==> src/rtl/core/mlp_pkg.sv <==
// ----------------------------------------------------------------------------
// mlp_pkg
// shared sizes, fixed-point constants and control types of the 6-6-1
// perceptron core
// ----------------------------------------------------------------------------
package mlp_pkg;

   // network shape
   localparam int FEATURES    = 6;
   localparam int HIDDEN      = 6;
   localparam int IN_FEATURES = 6;
   localparam int NEURON_SPAN = FEATURES + 1;
   localparam int OUT_BASE    = HIDDEN * NEURON_SPAN;
   localparam int STORE_DEPTH = OUT_BASE + HIDDEN + 1;
   localparam int MAX_SPAN    = ((FEATURES > HIDDEN) ? FEATURES : HIDDEN) + 1;

   // widths
   localparam int DATA_W = 16;
   localparam int PROD_W = 2 * DATA_W;
   localparam int ACC_W  = 40;
   localparam int ADDR_W = $clog2(STORE_DEPTH);
   localparam int TERM_W = $clog2(MAX_SPAN);
   localparam int NEUR_W = $clog2(HIDDEN + 1);

   // fixed-point conversion Q20.20 -> Q8.8
   localparam int FRAC_SHIFT = 12;
   localparam logic signed [ACC_W-1:0] ROUND_BIAS = ACC_W'(2048);
   localparam logic signed [ACC_W-1:0] Q_MAX_ACC  = ACC_W'(32767);
   localparam logic signed [ACC_W-1:0] Q_MIN_ACC  = -ACC_W'(32768);
   localparam logic signed [DATA_W-1:0] Q_MAX = 16'sh7fff;
   localparam logic signed [DATA_W-1:0] Q_MIN = 16'sh8000;

   // a bias term is the bias weight times 1.0 in Q8.8
   localparam logic signed [DATA_W-1:0] BIAS_SCALE = 16'sd256;

   // request kinds
   localparam logic REQ_WRITE = 1'b0;
   localparam logic REQ_INFER = 1'b1;

   // one term entering the multiply-accumulate unit
   typedef struct packed {
      logic valid;
      logic first;
      logic last;
      logic out_layer;
   } mac_ctrl_type;

   // one finished neuron leaving the unit
   typedef struct packed {
      logic                     done;
      logic                     out_layer;
      logic signed [DATA_W-1:0] value;
      logic                     clipped;
   } mac_res_type;

endpackage

==> src/rtl/core/mlp_weight_ram.sv <==
// ----------------------------------------------------------------------------
// mlp_weight_ram
// weight and bias store, one write port and one registered read port
// ----------------------------------------------------------------------------
module mlp_weight_ram
   import mlp_pkg::*;
(
   input  logic                     clock,
   input  logic                     wr_en,
   input  logic [ADDR_W-1:0]        wr_addr,
   input  logic signed [DATA_W-1:0] wr_data,
   input  logic [ADDR_W-1:0]        rd_addr,
   output logic signed [DATA_W-1:0] rd_data
);

   logic signed [DATA_W-1:0] mem [STORE_DEPTH];
   logic signed [DATA_W-1:0] rd_data_ff;

   // write port
   always_ff @(posedge clock) begin
      if (wr_en) begin
         mem[wr_addr] <= wr_data;
      end
   end

   // registered read
   always_ff @(posedge clock) begin
      rd_data_ff <= mem[rd_addr];
   end

   assign rd_data = rd_data_ff;

endmodule

==> src/rtl/core/mlp_mac.sv <==
// ----------------------------------------------------------------------------
// mlp_mac
// shared multiply-accumulate unit with rounding, relu and saturation to Q8.8
// ----------------------------------------------------------------------------
module mlp_mac
   import mlp_pkg::*;
(
   input  logic                     clock,
   input  logic                     reset,
   input  mac_ctrl_type             ctrl,
   input  logic signed [DATA_W-1:0] weight,
   input  logic signed [DATA_W-1:0] operand,
   output mac_res_type              res
);

   logic signed [PROD_W-1:0] prod_ff;
   logic                     prod_valid_ff;
   logic                     prod_first_ff;
   logic                     prod_last_ff;
   logic                     prod_out_ff;
   logic signed [ACC_W-1:0]  acc_ff;
   logic signed [ACC_W-1:0]  acc_in;
   logic signed [ACC_W-1:0]  prod_ext;
   logic                     done_ff;
   logic                     done_out_ff;
   logic signed [ACC_W-1:0]  rounded;
   logic signed [ACC_W-1:0]  scaled;

   // product stage
   always_ff @(posedge clock) begin
      prod_ff       <= weight * operand;
      prod_first_ff <= ctrl.first;
      prod_last_ff  <= ctrl.last;
      prod_out_ff   <= ctrl.out_layer;
   end

   always_ff @(posedge clock) begin
      if (reset) begin
         prod_valid_ff <= 1'b0;
      end else begin
         prod_valid_ff <= ctrl.valid;
      end
   end

   // accumulate stage
   assign prod_ext = ACC_W'(prod_ff);

   always_comb begin
      acc_in = acc_ff;
      if (prod_valid_ff) begin
         acc_in = prod_first_ff ? prod_ext : acc_ff + prod_ext;
      end
   end

   always_ff @(posedge clock) begin
      acc_ff      <= acc_in;
      done_out_ff <= prod_out_ff;
   end

   always_ff @(posedge clock) begin
      if (reset) begin
         done_ff <= 1'b0;
      end else begin
         done_ff <= prod_valid_ff && prod_last_ff;
      end
   end

   // round half up and clip to Q8.8, relu for hidden neurons
   assign rounded = acc_ff + ROUND_BIAS;
   assign scaled  = rounded >>> FRAC_SHIFT;

   always_comb begin
      res.done      = done_ff;
      res.out_layer = done_out_ff;
      res.value     = scaled[DATA_W-1:0];
      res.clipped   = 1'b0;
      if (!done_out_ff && acc_ff <= ACC_W'(0)) begin
         res.value = '0;
      end else if (scaled > Q_MAX_ACC) begin
         res.value   = Q_MAX;
         res.clipped = 1'b1;
      end else if (done_out_ff && scaled < Q_MIN_ACC) begin
         res.value   = Q_MIN;
         res.clipped = 1'b1;
      end
   end

endmodule

==> src/rtl/core/mlp_inference_six_six_one.sv <==
// requests: a new request is taken only while the sequencer is idle, so inferences do not overlap;
//   their pace is set by the single multiply-accumulate unit taking one weight per cycle
//   from the one read port of the weight store
// stalls: a response still held by rsp_stall holds the next one in its last step
// reset: sequencer idle and response channel empty; the weight store is not cleared
// ----------------------------------------------------------------------------
// mlp_inference_six_six_one
// fully connected 6-6-1 perceptron, weights loaded by request, one shared
// multiply-accumulate unit walked through the store by a small sequencer
// ----------------------------------------------------------------------------
module mlp_inference_six_six_one
   import mlp_pkg::*;
(
   input  logic                     clock,
   input  logic                     reset,
   input  logic                     req_valid,
   output logic                     req_stall,
   input  logic                     req_type,
   input  logic [5:0]               req_weight_index,
   input  logic signed [DATA_W-1:0] req_weight_value,
   input  logic signed [DATA_W-1:0] req_feature_0,
   input  logic signed [DATA_W-1:0] req_feature_1,
   input  logic signed [DATA_W-1:0] req_feature_2,
   input  logic signed [DATA_W-1:0] req_feature_3,
   input  logic signed [DATA_W-1:0] req_feature_4,
   input  logic signed [DATA_W-1:0] req_feature_5,
   output logic                     rsp_valid,
   input  logic                     rsp_stall,
   output logic signed [DATA_W-1:0] rsp_prediction,
   output logic                     rsp_saturated
);

   localparam logic [2:0] S_IDLE     = 3'd0;
   localparam logic [2:0] S_HID_RUN  = 3'd1;
   localparam logic [2:0] S_DRAIN    = 3'd2;
   localparam logic [2:0] S_OUT_RUN  = 3'd3;
   localparam logic [2:0] S_OUT_WAIT = 3'd4;
   localparam logic [2:0] S_RESP     = 3'd5;

   logic [2:0]               state_ff, state_in;
   logic [ADDR_W-1:0]        addr_ff, addr_in;
   logic [TERM_W-1:0]        term_ff, term_in;
   logic [NEUR_W-1:0]        neur_ff, neur_in;
   logic                     drain_ff, drain_in;
   logic [NEUR_W-1:0]        hid_wr_ff, hid_wr_in;
   logic                     clip_ff, clip_in;
   logic signed [DATA_W-1:0] pred_ff, pred_in;
   logic signed [DATA_W-1:0] feat_ff [FEATURES];
   logic signed [DATA_W-1:0] hid_ff [HIDDEN];
   logic signed [DATA_W-1:0] in_feat [IN_FEATURES];

   logic                     rsp_valid_ff, rsp_valid_in;
   logic signed [DATA_W-1:0] rsp_prediction_ff;
   logic                     rsp_saturated_ff;
   logic                     rsp_load;

   logic                     s1_valid_ff;
   logic                     s1_first_ff;
   logic                     s1_last_ff;
   logic                     s1_out_ff;
   logic [TERM_W-1:0]        s1_term_ff;

   logic                     req_accept;
   logic                     issue;
   logic                     term_last;
   logic                     ram_wr_en;
   logic signed [DATA_W-1:0] ram_rd_data;
   logic signed [DATA_W-1:0] operand;
   mac_ctrl_type             mac_ctrl;
   mac_res_type              mac_res;

   assign req_accept = req_valid && !req_stall;
   assign req_stall  = (state_ff != S_IDLE);

   assign in_feat[0] = req_feature_0;
   assign in_feat[1] = req_feature_1;
   assign in_feat[2] = req_feature_2;
   assign in_feat[3] = req_feature_3;
   assign in_feat[4] = req_feature_4;
   assign in_feat[5] = req_feature_5;

   // weight store, writes beyond the store are dropped
   assign ram_wr_en = req_accept && (req_type == REQ_WRITE)
                      && (int'(req_weight_index) < STORE_DEPTH);

   mlp_weight_ram u_weight_ram (
      .clock   (clock),
      .wr_en   (ram_wr_en),
      .wr_addr (ADDR_W'(req_weight_index)),
      .wr_data (req_weight_value),
      .rd_addr (addr_ff),
      .rd_data (ram_rd_data)
   );

   // term position within the current neuron
   assign issue     = (state_ff == S_HID_RUN) || (state_ff == S_OUT_RUN);
   assign term_last = (state_ff == S_OUT_RUN) ? (term_ff == TERM_W'(HIDDEN))
                                              : (term_ff == TERM_W'(FEATURES));

   // sequencer
   always_comb begin
      state_in  = state_ff;
      addr_in   = addr_ff;
      term_in   = term_ff;
      neur_in   = neur_ff;
      drain_in  = drain_ff;
      hid_wr_in = hid_wr_ff;
      clip_in   = clip_ff;
      pred_in   = pred_ff;
      rsp_load  = 1'b0;

      if (mac_res.done && !mac_res.out_layer) begin
         hid_wr_in = hid_wr_ff + 1'b1;
         clip_in   = clip_ff | mac_res.clipped;
      end

      unique case (state_ff)
         S_IDLE: begin
            if (req_accept && req_type == REQ_INFER) begin
               state_in  = S_HID_RUN;
               addr_in   = '0;
               term_in   = '0;
               neur_in   = '0;
               hid_wr_in = '0;
               clip_in   = 1'b0;
            end
         end
         S_HID_RUN: begin
            addr_in = addr_ff + 1'b1;
            if (term_last) begin
               term_in = '0;
               if (neur_ff == NEUR_W'(HIDDEN - 1)) begin
                  state_in = S_DRAIN;
                  drain_in = 1'b0;
               end else begin
                  neur_in = neur_ff + 1'b1;
               end
            end else begin
               term_in = term_ff + 1'b1;
            end
         end
         S_DRAIN: begin
            // let the last hidden neuron settle before its value is used
            drain_in = 1'b1;
            if (drain_ff) begin
               state_in = S_OUT_RUN;
            end
         end
         S_OUT_RUN: begin
            addr_in = addr_ff + 1'b1;
            if (term_last) begin
               state_in = S_OUT_WAIT;
            end else begin
               term_in = term_ff + 1'b1;
            end
         end
         S_OUT_WAIT: begin
            if (mac_res.done && mac_res.out_layer) begin
               pred_in  = mac_res.value;
               clip_in  = clip_ff | mac_res.clipped;
               state_in = S_RESP;
            end
         end
         S_RESP: begin
            if (!rsp_valid_ff || !rsp_stall) begin
               rsp_load = 1'b1;
               state_in = S_IDLE;
            end
         end
         default: begin
            state_in = S_IDLE;
         end
      endcase
   end

   always_ff @(posedge clock) begin
      if (reset) begin
         state_ff <= S_IDLE;
      end else begin
         state_ff <= state_in;
      end
   end

   always_ff @(posedge clock) begin
      addr_ff   <= addr_in;
      term_ff   <= term_in;
      neur_ff   <= neur_in;
      drain_ff  <= drain_in;
      hid_wr_ff <= hid_wr_in;
      clip_ff   <= clip_in;
      pred_ff   <= pred_in;
   end

   // feature latch, features past the sixth read as zero
   always_ff @(posedge clock) begin
      if (req_accept && req_type == REQ_INFER) begin
         for (int k = 0; k < FEATURES; k++) begin
            feat_ff[k] <= (k < IN_FEATURES) ? in_feat[k] : '0;
         end
      end
   end

   // hidden values, written in neuron order
   always_ff @(posedge clock) begin
      if (mac_res.done && !mac_res.out_layer) begin
         for (int k = 0; k < HIDDEN; k++) begin
            if (hid_wr_ff == NEUR_W'(k)) begin
               hid_ff[k] <= mac_res.value;
            end
         end
      end
   end

   // term tags aligned with the store read data
   always_ff @(posedge clock) begin
      s1_first_ff <= (term_ff == '0);
      s1_last_ff  <= term_last;
      s1_out_ff   <= (state_ff == S_OUT_RUN);
      s1_term_ff  <= term_ff;
   end

   always_ff @(posedge clock) begin
      if (reset) begin
         s1_valid_ff <= 1'b0;
      end else begin
         s1_valid_ff <= issue;
      end
   end

   // operand select: bias scale, feature or hidden value
   always_comb begin
      operand = '0;
      if (s1_last_ff) begin
         operand = BIAS_SCALE;
      end else if (s1_out_ff) begin
         for (int k = 0; k < HIDDEN; k++) begin
            if (s1_term_ff == TERM_W'(k)) begin
               operand = hid_ff[k];
            end
         end
      end else begin
         for (int k = 0; k < FEATURES; k++) begin
            if (s1_term_ff == TERM_W'(k)) begin
               operand = feat_ff[k];
            end
         end
      end
   end

   assign mac_ctrl.valid     = s1_valid_ff;
   assign mac_ctrl.first     = s1_first_ff;
   assign mac_ctrl.last      = s1_last_ff;
   assign mac_ctrl.out_layer = s1_out_ff;

   mlp_mac u_mac (
      .clock   (clock),
      .reset   (reset),
      .ctrl    (mac_ctrl),
      .weight  (ram_rd_data),
      .operand (operand),
      .res     (mac_res)
   );

   // response register
   always_comb begin
      rsp_valid_in = rsp_valid_ff && rsp_stall;
      if (rsp_load) begin
         rsp_valid_in = 1'b1;
      end
   end

   always_ff @(posedge clock) begin
      if (reset) begin
         rsp_valid_ff <= 1'b0;
      end else begin
         rsp_valid_ff <= rsp_valid_in;
      end
   end

   always_ff @(posedge clock) begin
      if (rsp_load) begin
         rsp_prediction_ff <= pred_ff;
         rsp_saturated_ff  <= clip_ff;
      end
   end

   assign rsp_valid      = rsp_valid_ff;
   assign rsp_prediction = rsp_prediction_ff;
   assign rsp_saturated  = rsp_saturated_ff;

`ifndef SYNTHESIS
   // the output neuron only finishes while the sequencer waits for it
   assert property (@(posedge clock) disable iff (reset)
      (mac_res.done && mac_res.out_layer) |-> (state_ff == S_OUT_WAIT))
      else $error("output neuron finished outside the wait state");

   // no hidden neuron finishes once all hidden slots are filled
   assert property (@(posedge clock) disable iff (reset)
      (mac_res.done && !mac_res.out_layer) |-> (hid_wr_ff < NEUR_W'(HIDDEN)))
      else $error("hidden neuron finished beyond the hidden count");

   // reads stay within the store
   assert property (@(posedge clock) disable iff (reset)
      issue |-> (int'(addr_ff) < STORE_DEPTH))
      else $error("store read beyond the last entry");

   // every hidden value is in place by the time a response is ready
   assert property (@(posedge clock) disable iff (reset)
      (state_ff == S_RESP && $past(state_ff) != S_RESP)
      |-> (hid_wr_ff == NEUR_W'(HIDDEN)))
      else $error("response ready before all hidden neurons finished");
`endif

endmodule

==> config.mk <==
export PLATFORM = sky130hd
export DESIGN_NAME = mlp_inference_six_six_one
export DESIGN_NICKNAME = d
export VERILOG_FILES = /design/src/rtl/core/mlp_pkg.sv /design/src/rtl/core/mlp_weight_ram.sv /design/src/rtl/core/mlp_mac.sv /design/src/rtl/core/mlp_inference_six_six_one.sv
export SDC_FILE = /design/constraint.sdc
export NUM_CORES = 2
export LEC_CHECK = 0
export BUFFER_PORTS_ARGS = -buffer_cell sky130_fd_sc_hd__buf_2
export CAP_MARGIN = 20
export CELL_PAD_IN_SITES_DETAIL_PLACEMENT = 0
export CELL_PAD_IN_SITES_GLOBAL_PLACEMENT = 1
export CORE_UTILIZATION = 40
export DETAILED_ROUTE_END_ITERATION = 16
export MAX_ROUTING_LAYER = met4
export PLACE_DENSITY_LB_ADDON = 0.1
export SETUP_SLACK_MARGIN = 0.05
export SLEW_MARGIN = 20
export SYNTH_ARGS = -nofsm -noshare
export SYNTH_HDL_FRONTEND = slang
export SYNTH_HIERARCHICAL = 1
export SYNTH_SLANG_ARGS = --single-unit
==> constraint.sdc <==
create_clock -name clock -period 19.7 [get_ports clock]
set_clock_uncertainty 0.05 [all_clocks]
set_input_delay 3.94 -clock clock [delete_from_list [all_inputs] [get_ports clock]]
set_output_delay 3.94 -clock clock [all_outputs]
set_load 0.005 [all_outputs]
* Word level (Yosys, flattened, before mapping)
Memory sizes are Yosys's and may differ from the RTL's. A register that Yosys moved wholly into a read port is not among the register bits.
Index checks and enable logic that the tools add are counted.
Widths: inputs -> output; s select.
** Word-level totals
- Bits in registers :: 139
- Bits in writable memories :: 976
- Output and inout bits :: 19
- Word-level logic and storage cells :: 189
- Memories kept :: 3
** Memories
- u_weight_ram.mem :: depth 49, bits a word 16, read ports 1, clocked after Yosys merged registers in 1, wr ports 1, RTL line mlp_weight_ram.sv:16 : logic signed [DATA_W-1:0] mem [STORE_DEPTH];
- feat_ff :: depth 6, bits a word 16, read ports 6, clocked after Yosys merged registers in 0, wr ports 6, RTL line mlp_inference_six_six_one.sv:48 : logic signed [DATA_W-1:0] feat_ff [FEATURES];
- hid_ff :: depth 6, bits a word 16, read ports 6, clocked after Yosys merged registers in 0, wr ports 1, RTL line mlp_inference_six_six_one.sv:49 : logic signed [DATA_W-1:0] hid_ff [HIDDEN];
** Cells by class
- Add/sub/neg operators :: 6
- Multiply operators :: 1
- Magnitude comparators :: 4
- Eq/ne operators :: 26
- Multiplexer cells :: 86
- Bitwise logic cells :: 2
- Reduce and logical (&&, ||, !) cells :: 37
** Operators with widths (number)
- $mux 16 :: 20
- $reduce_or 16->1 :: 5
- $mux 3 :: 20
- $add 40x13->40 const B :: 1
- $add 40x32->40 :: 1
- $le 40x1->1 const B :: 1
- $mux 40 :: 1
- $mux 1 :: 36
- $mux 17 :: 2
- $mul 16x16->32 :: 1
- $gt 28x16->1 const B :: 1
- $lt 28x16->1 const B :: 1
- $eq 3x3->1 const B :: 8
- $eq 3x2->1 const B :: 6
- $pmux 3 s6 :: 1
- $ne 2x2->1 const B :: 8
- $logic_not 3->1 :: 4
- $pmux 6 s2 :: 1
- $logic_and 1x1->1 :: 10
- $add 3x1->3 const B :: 3
- $eq 3x1->1 const B :: 3
- $pmux 3 s3 :: 1
- $reduce_and 7->1 :: 1
- $add 6x1->6 const B :: 1
- 15 further kinds :: 25

* Logic depth before layout (Yosys ltp)
- Depth in word-level cells :: 11
- Mapped depth :: 31
- Gate-level depth less buffers :: 27

* By module
The synthesis kept the hierarchy.
** Modules (own cells, without submodules)
- mlp_weight_ram :: times used 1, cells each 1343, area an instance 30510.5 µm²
- mlp_mac :: times used 1, cells each 1696, area an instance 15255.9 µm²
- mlp_inference_six_six_one :: times used 1, cells each 603, area an instance 9930.8 µm²

* Least setup slack after synthesis
OpenSTA, ideal clock, no wires.
- Path type :: input to register
- Start point :: input port req_type
- End point :: memory feat_ff[0][0], enable pin
- Setup time :: 0.557 ns
- Arrival time :: 8.158 ns
- Required time :: 19.093 ns
- Path slack :: 10.935 ns
- Stages on the path :: 2
- Buffers on the path :: 0
- Cell sequence :: nand2_1 nor2_1
** RTL lines
- start: declaration :: RTL line mlp_inference_six_six_one.sv:18 : input logic req_type,
- end: declaration :: RTL line mlp_inference_six_six_one.sv:48

* Worst setup path in the final report
- Start point :: register s1_term_ff[2]
- End point :: register u_mac.prod_ff[25]
** On the way
- Word-level cells in the longest chain between the ends :: 10
- Elaborated cells on any way between the ends :: 21
** RTL lines
- start: declaration :: RTL line mlp_inference_six_six_one.sv:61 : logic [TERM_W-1:0] s1_term_ff;
- start signal: assignment :: RTL line mlp_inference_six_six_one.sv:219 : s1_term_ff <= term_ff;
- $logic_not 3->1 :: RTL line mlp_inference_six_six_one.sv:237, mlp_inference_six_six_one.sv:243
- $mux 16, on equally long branches (6 in a row) :: RTL line mlp_inference_six_six_one.sv:243, mlp_inference_six_six_one.sv:237
- $mux 16 (*) :: RTL line mlp_inference_six_six_one.sv:235 : end else if (s1_out_ff) begin
- $mux 16 (*) :: RTL line mlp_inference_six_six_one.sv:233 : if (s1_last_ff) begin
- named net operand[15] :: RTL line mlp_inference_six_six_one.sv:68 : logic signed [DATA_W-1:0] operand;
- $mul 16x16->32 (*) :: RTL line mlp_mac.sv:31 : prod_ff <= weight * operand;
- end signal: assignment :: RTL line mlp_mac.sv:31
- end: declaration :: RTL line mlp_mac.sv:16 : logic signed [PROD_W-1:0] prod_ff;
The timed path passes the listed nets; every way through them passes the cells marked *.
A chain may end at the register's enable or synchronous reset.

==> summary.md <==
| Metric | Value |
|---|---|
| Status | finished, final reports clean |
| Mean area per synthesized cell | 15.3 µm² |
| Worst hold path class | register to register |
| Clk sinks | 1131 |
| Worst setup EP type | register |
| Worst Hold Depth | 0 |
| H-tree levels | 3 |
| Critical Path AT | 9.38 ns |
| Initial Util | 0.404 |
| Overall routed net length | 142000 µm |
| Critical path class | register to register |
| Max Cap Viol | 0 |
| Worst hold slack | 0.237 ns |
| Die W | 375 µm |
| Crit path required time | 20.29 ns |
| GR Util All Layers | 0.211 |
| Post-CTS sizing | 0 |
| Fmax | 0.114 GHz |
| Top-count cell post-synth | edfxtp_1 |
| Worst setup path startpoint | s1_term_ff[2] |
| Row count | 136 |
| Synth Cell Area | 0.0557 mm² |
| Vias in the first global route | 31900 |
| Avg Vias per Cell | 5.30 |
| Fraction of registers with async set/reset | 0 |
| Power Density | 177 mW/mm² |
| Post-synthesis sequential area ratio | 0.597 |
| Synth cell count leaders | edfxtp_1 (1062), inv_1 (359), fa_1 (263), nand2_1 (207), mux4_2 (184) |
| Largest net degree at the start of global routing | 90 |
| Hold Fails Final Rpt | 0 |
| Finished Layout Cells | 5729 |
| Hold Path End | u_mac/prod_first_ff |
| Gp weighted congestion | 0.789 |
| Peak VDD IR | 255 µV |
| Metal2 WL | 71400 µm |
| Post-synth net total | 4161 |
| Slew headroom | 0.248 |
| Cell taking the most area after synthesis | edfxtp_1 |
| Boundary Pins | 142 |
| Layout cells sized above 1 | 0.172 |
| Wire length on met3 | 5300 µm |
| First-pass GRT wire length | 212000 µm |
| Vias post-DR | 30300 |
| Setup fix buffers added after clock tree synthesis | 0 |
| Highest Signal Layer | met4 |
| Top cells by area, synth | edfxtp_1 (57%), fa_1 (9.5%), mux4_2 (7.4%) |
| Synthesized instance count | 3642 |
| Register bit total from synthesis | 1131 |
| Hold_sp | s1_first_ff |
| CTS Buffer Depth | 3 |
| Final worst-path cycle share | 0.446 |
| Post-DRT Antenna Nets | 0 |
| M1 WL | 60800 µm |
| Die H | 375 µm |
| Worst Path Max Fanout | 16 |
| Post-detail-place hpwl | 93200 µm |
| CTS Hold Bufs | 0 |
| Yosys warning total | 6 |
| Layout overhead on the synthesized area | 11.9% |
| Post-synth EDFFs | 1062 |
| # DRC | 0 |
| R2R Path Start | s1_term_ff[2] |
| TritonCTS buffer count | 116 |
| Drt initial violations | 2180 |
| I/O Buffers | 141 |
| Pins over their slew limit | 0 |
| CTS tree | built |
| Pleak | 22.5 nW |
| WL/cell | 24.8 µm |
| Slew @ Worst Pin | 1.13 ns |
| Reg clk slew, reported paths | 0.07 ns |
| GRT overflow | 0 |
| Minimum clock period | 8.78 ns |
| Die area | 0.141 mm² |
| Synth cell types | 89 |
| Initial antenna violation count | 11 |
| Pre-Repair DR Iteration Count | 5 |
| RSZ-0062 raised after global routing | no |
| R2R Path End | u_mac/prod_ff[25] |
| Core region area | 0.138 mm² |
| Root Driver | clkbuf_16 |
| Setup TNS | 0 ns |
| Cells after DPL | 5507 |
| FF-to-FF setup slack | 10.92 ns |
| R2R depth | 25 |
| Top FF cell, synth | edfxtp_1 |
| Latest clock arrival within the worst-skew pair | 0.76 ns |
| Nets | 4351 |
| Post-synth top area share | 0.573 |
| Final setup viols | 0 |
| CP Launch Type | register |
## cell usage in the layout (no fill, tap or decap), types with 15 or more instances in the layout
| cell | n |
|---|---|
| mux2i_1 | 107 |
| nand3_1 | 30 |
| a21o_1 | 38 |
| a221oi_1 | 16 |
| nor3_1 | 16 |
| edfxtp_1 | 1062 |
| nand4_1 | 15 |
| a211oi_1 | 15 |
| and2_1 | 146 |
| clkinv_2 | 16 |
| buf_4 | 83 |
| inv_1 | 359 |
| o22ai_1 | 18 |
| o21ai_0 | 105 |
| buf_2 | 141 |
| a22oi_1 | 31 |
| clkbuf_1 | 28 |
| and3_1 | 19 |
| nor2_2 | 18 |
| xor2_1 | 36 |
| nor2b_1 | 19 |
| xnor2_1 | 49 |
| clkinv_1 | 30 |
| clkbuf_16 | 116 |
| a31oi_1 | 17 |
| dfxtp_1 | 65 |
| o21ai_1 | 16 |
| nand3b_1 | 22 |
| nor2_1 | 113 |
| mux2_2 | 29 |
| nand2b_1 | 29 |
| o21bai_1 | 17 |
| a21oi_1 | 97 |
| ha_1 | 133 |
| mux4_2 | 184 |
| nand2_1 | 207 |
| fa_1 | 263 |
## power breakdown
part	total (mW)	internal [mW]	switching (mW)
Clock	2.10	1.16	0.941
Combinational	6.02	2.48	3.54
Sequential	2.90	2.80	0.0940
## how the worst max path moves through the flow
stage,endpoint,slack (ns),cells after the start
2_1_floorplan,feat_ff[0][0],10.93,2
4_1_cts,u_mac/prod_ff[31],10.69,22
6_report,u_mac/prod_ff[25],10.92,25
5_1_grt,u_mac/prod_ff[25],10.27,26
3_3_place_gp,u_mac/prod_ff[31],10.85,22
3_5_place_dp,u_mac/prod_ff[31],10.72,22
## worst max-delay path, stage by stage, from the launching register on
cell       delay (ns)
dfxtp_1          0.86
nand2b_1         0.58
o21ai_0          0.30
a221oi_1         0.14
nor3_1           0.82
inv_1            0.50
nor2_1           0.24
fa_1             0.45
fa_1             0.51
fa_1             0.43
fa_1             0.47
fa_1             0.54
inv_1            0.05
fa_1             0.52
inv_1            0.04
ha_1             0.35
and3_1           0.22
a31oi_1          0.15
o21ai_0          0.15
a2111oi_0        0.35
buf_4            0.20
o31ai_1          0.10
a21oi_1          0.26
o21bai_1         0.10
a21oi_1          0.18
xnor2_1          0.14
## per-layer routing
| layer | vias up | global-route usage |
|---|---|---|
| met1 | 15700 | 0.267 |
| met5 | - | - |
| li1 | 13800 | - |
| met3 | 209 | 0.0297 |
| met2 | 577 | 0.352 |
| met4 | 0 | 0.0673 |
## kinds of logic after synthesis
family,share of synthesized area
buffers and inverters,0.0399
AO/OA/AOI/OAI,0.0570
adder cells (fa/ha/maj),0.124
flip-flops,0.597
XOR/XNOR,0.0134
multiplexers,0.103
AND/OR/NAND/NOR,0.0645
## final cells by class
class / count / area [µm²]
clock buffer: 145 / 3020
timing repair buffer: 230 / 1440
multi-input combinational: 1993 / 20400
inverter: 360 / 1350
fill: 12300 / 75500
tap: 1794 / 2240
antenna: 8 / 20.0
clock inverter: 68 / 596
sequential: 1131 / 33300
## through the flow
stage,setup slack [ns],util,area (µm²),power [mW]
4_1_cts,10.69,0.452,62300,11.2
5_1_grt,10.27,0.452,62300,12.1
3_3_place_gp,10.85,0.425,58600,9.10
3_5_place_dp,10.72,0.426,58700,9.11
2_1_floorplan,10.93,-,55700,7.47
6_report,10.92,0.452,62300,11.0
## sequential cells by signal (all words and copies together) (netlist names), 3 cells and up
signal and count:
addr_ff 6, feat_ff 96, hid_ff 96, hid_wr_ff 3
neur_ff 3, pred_ff 16, rsp_prediction 16, s1_term_ff 3
state_ff 3, term_ff 3, u_mac/acc_ff 40, u_mac/prod_ff 32
u_weight_ram/mem 784, u_weight_ram/rd_data 16
Power figures use the tool's default switching activity.
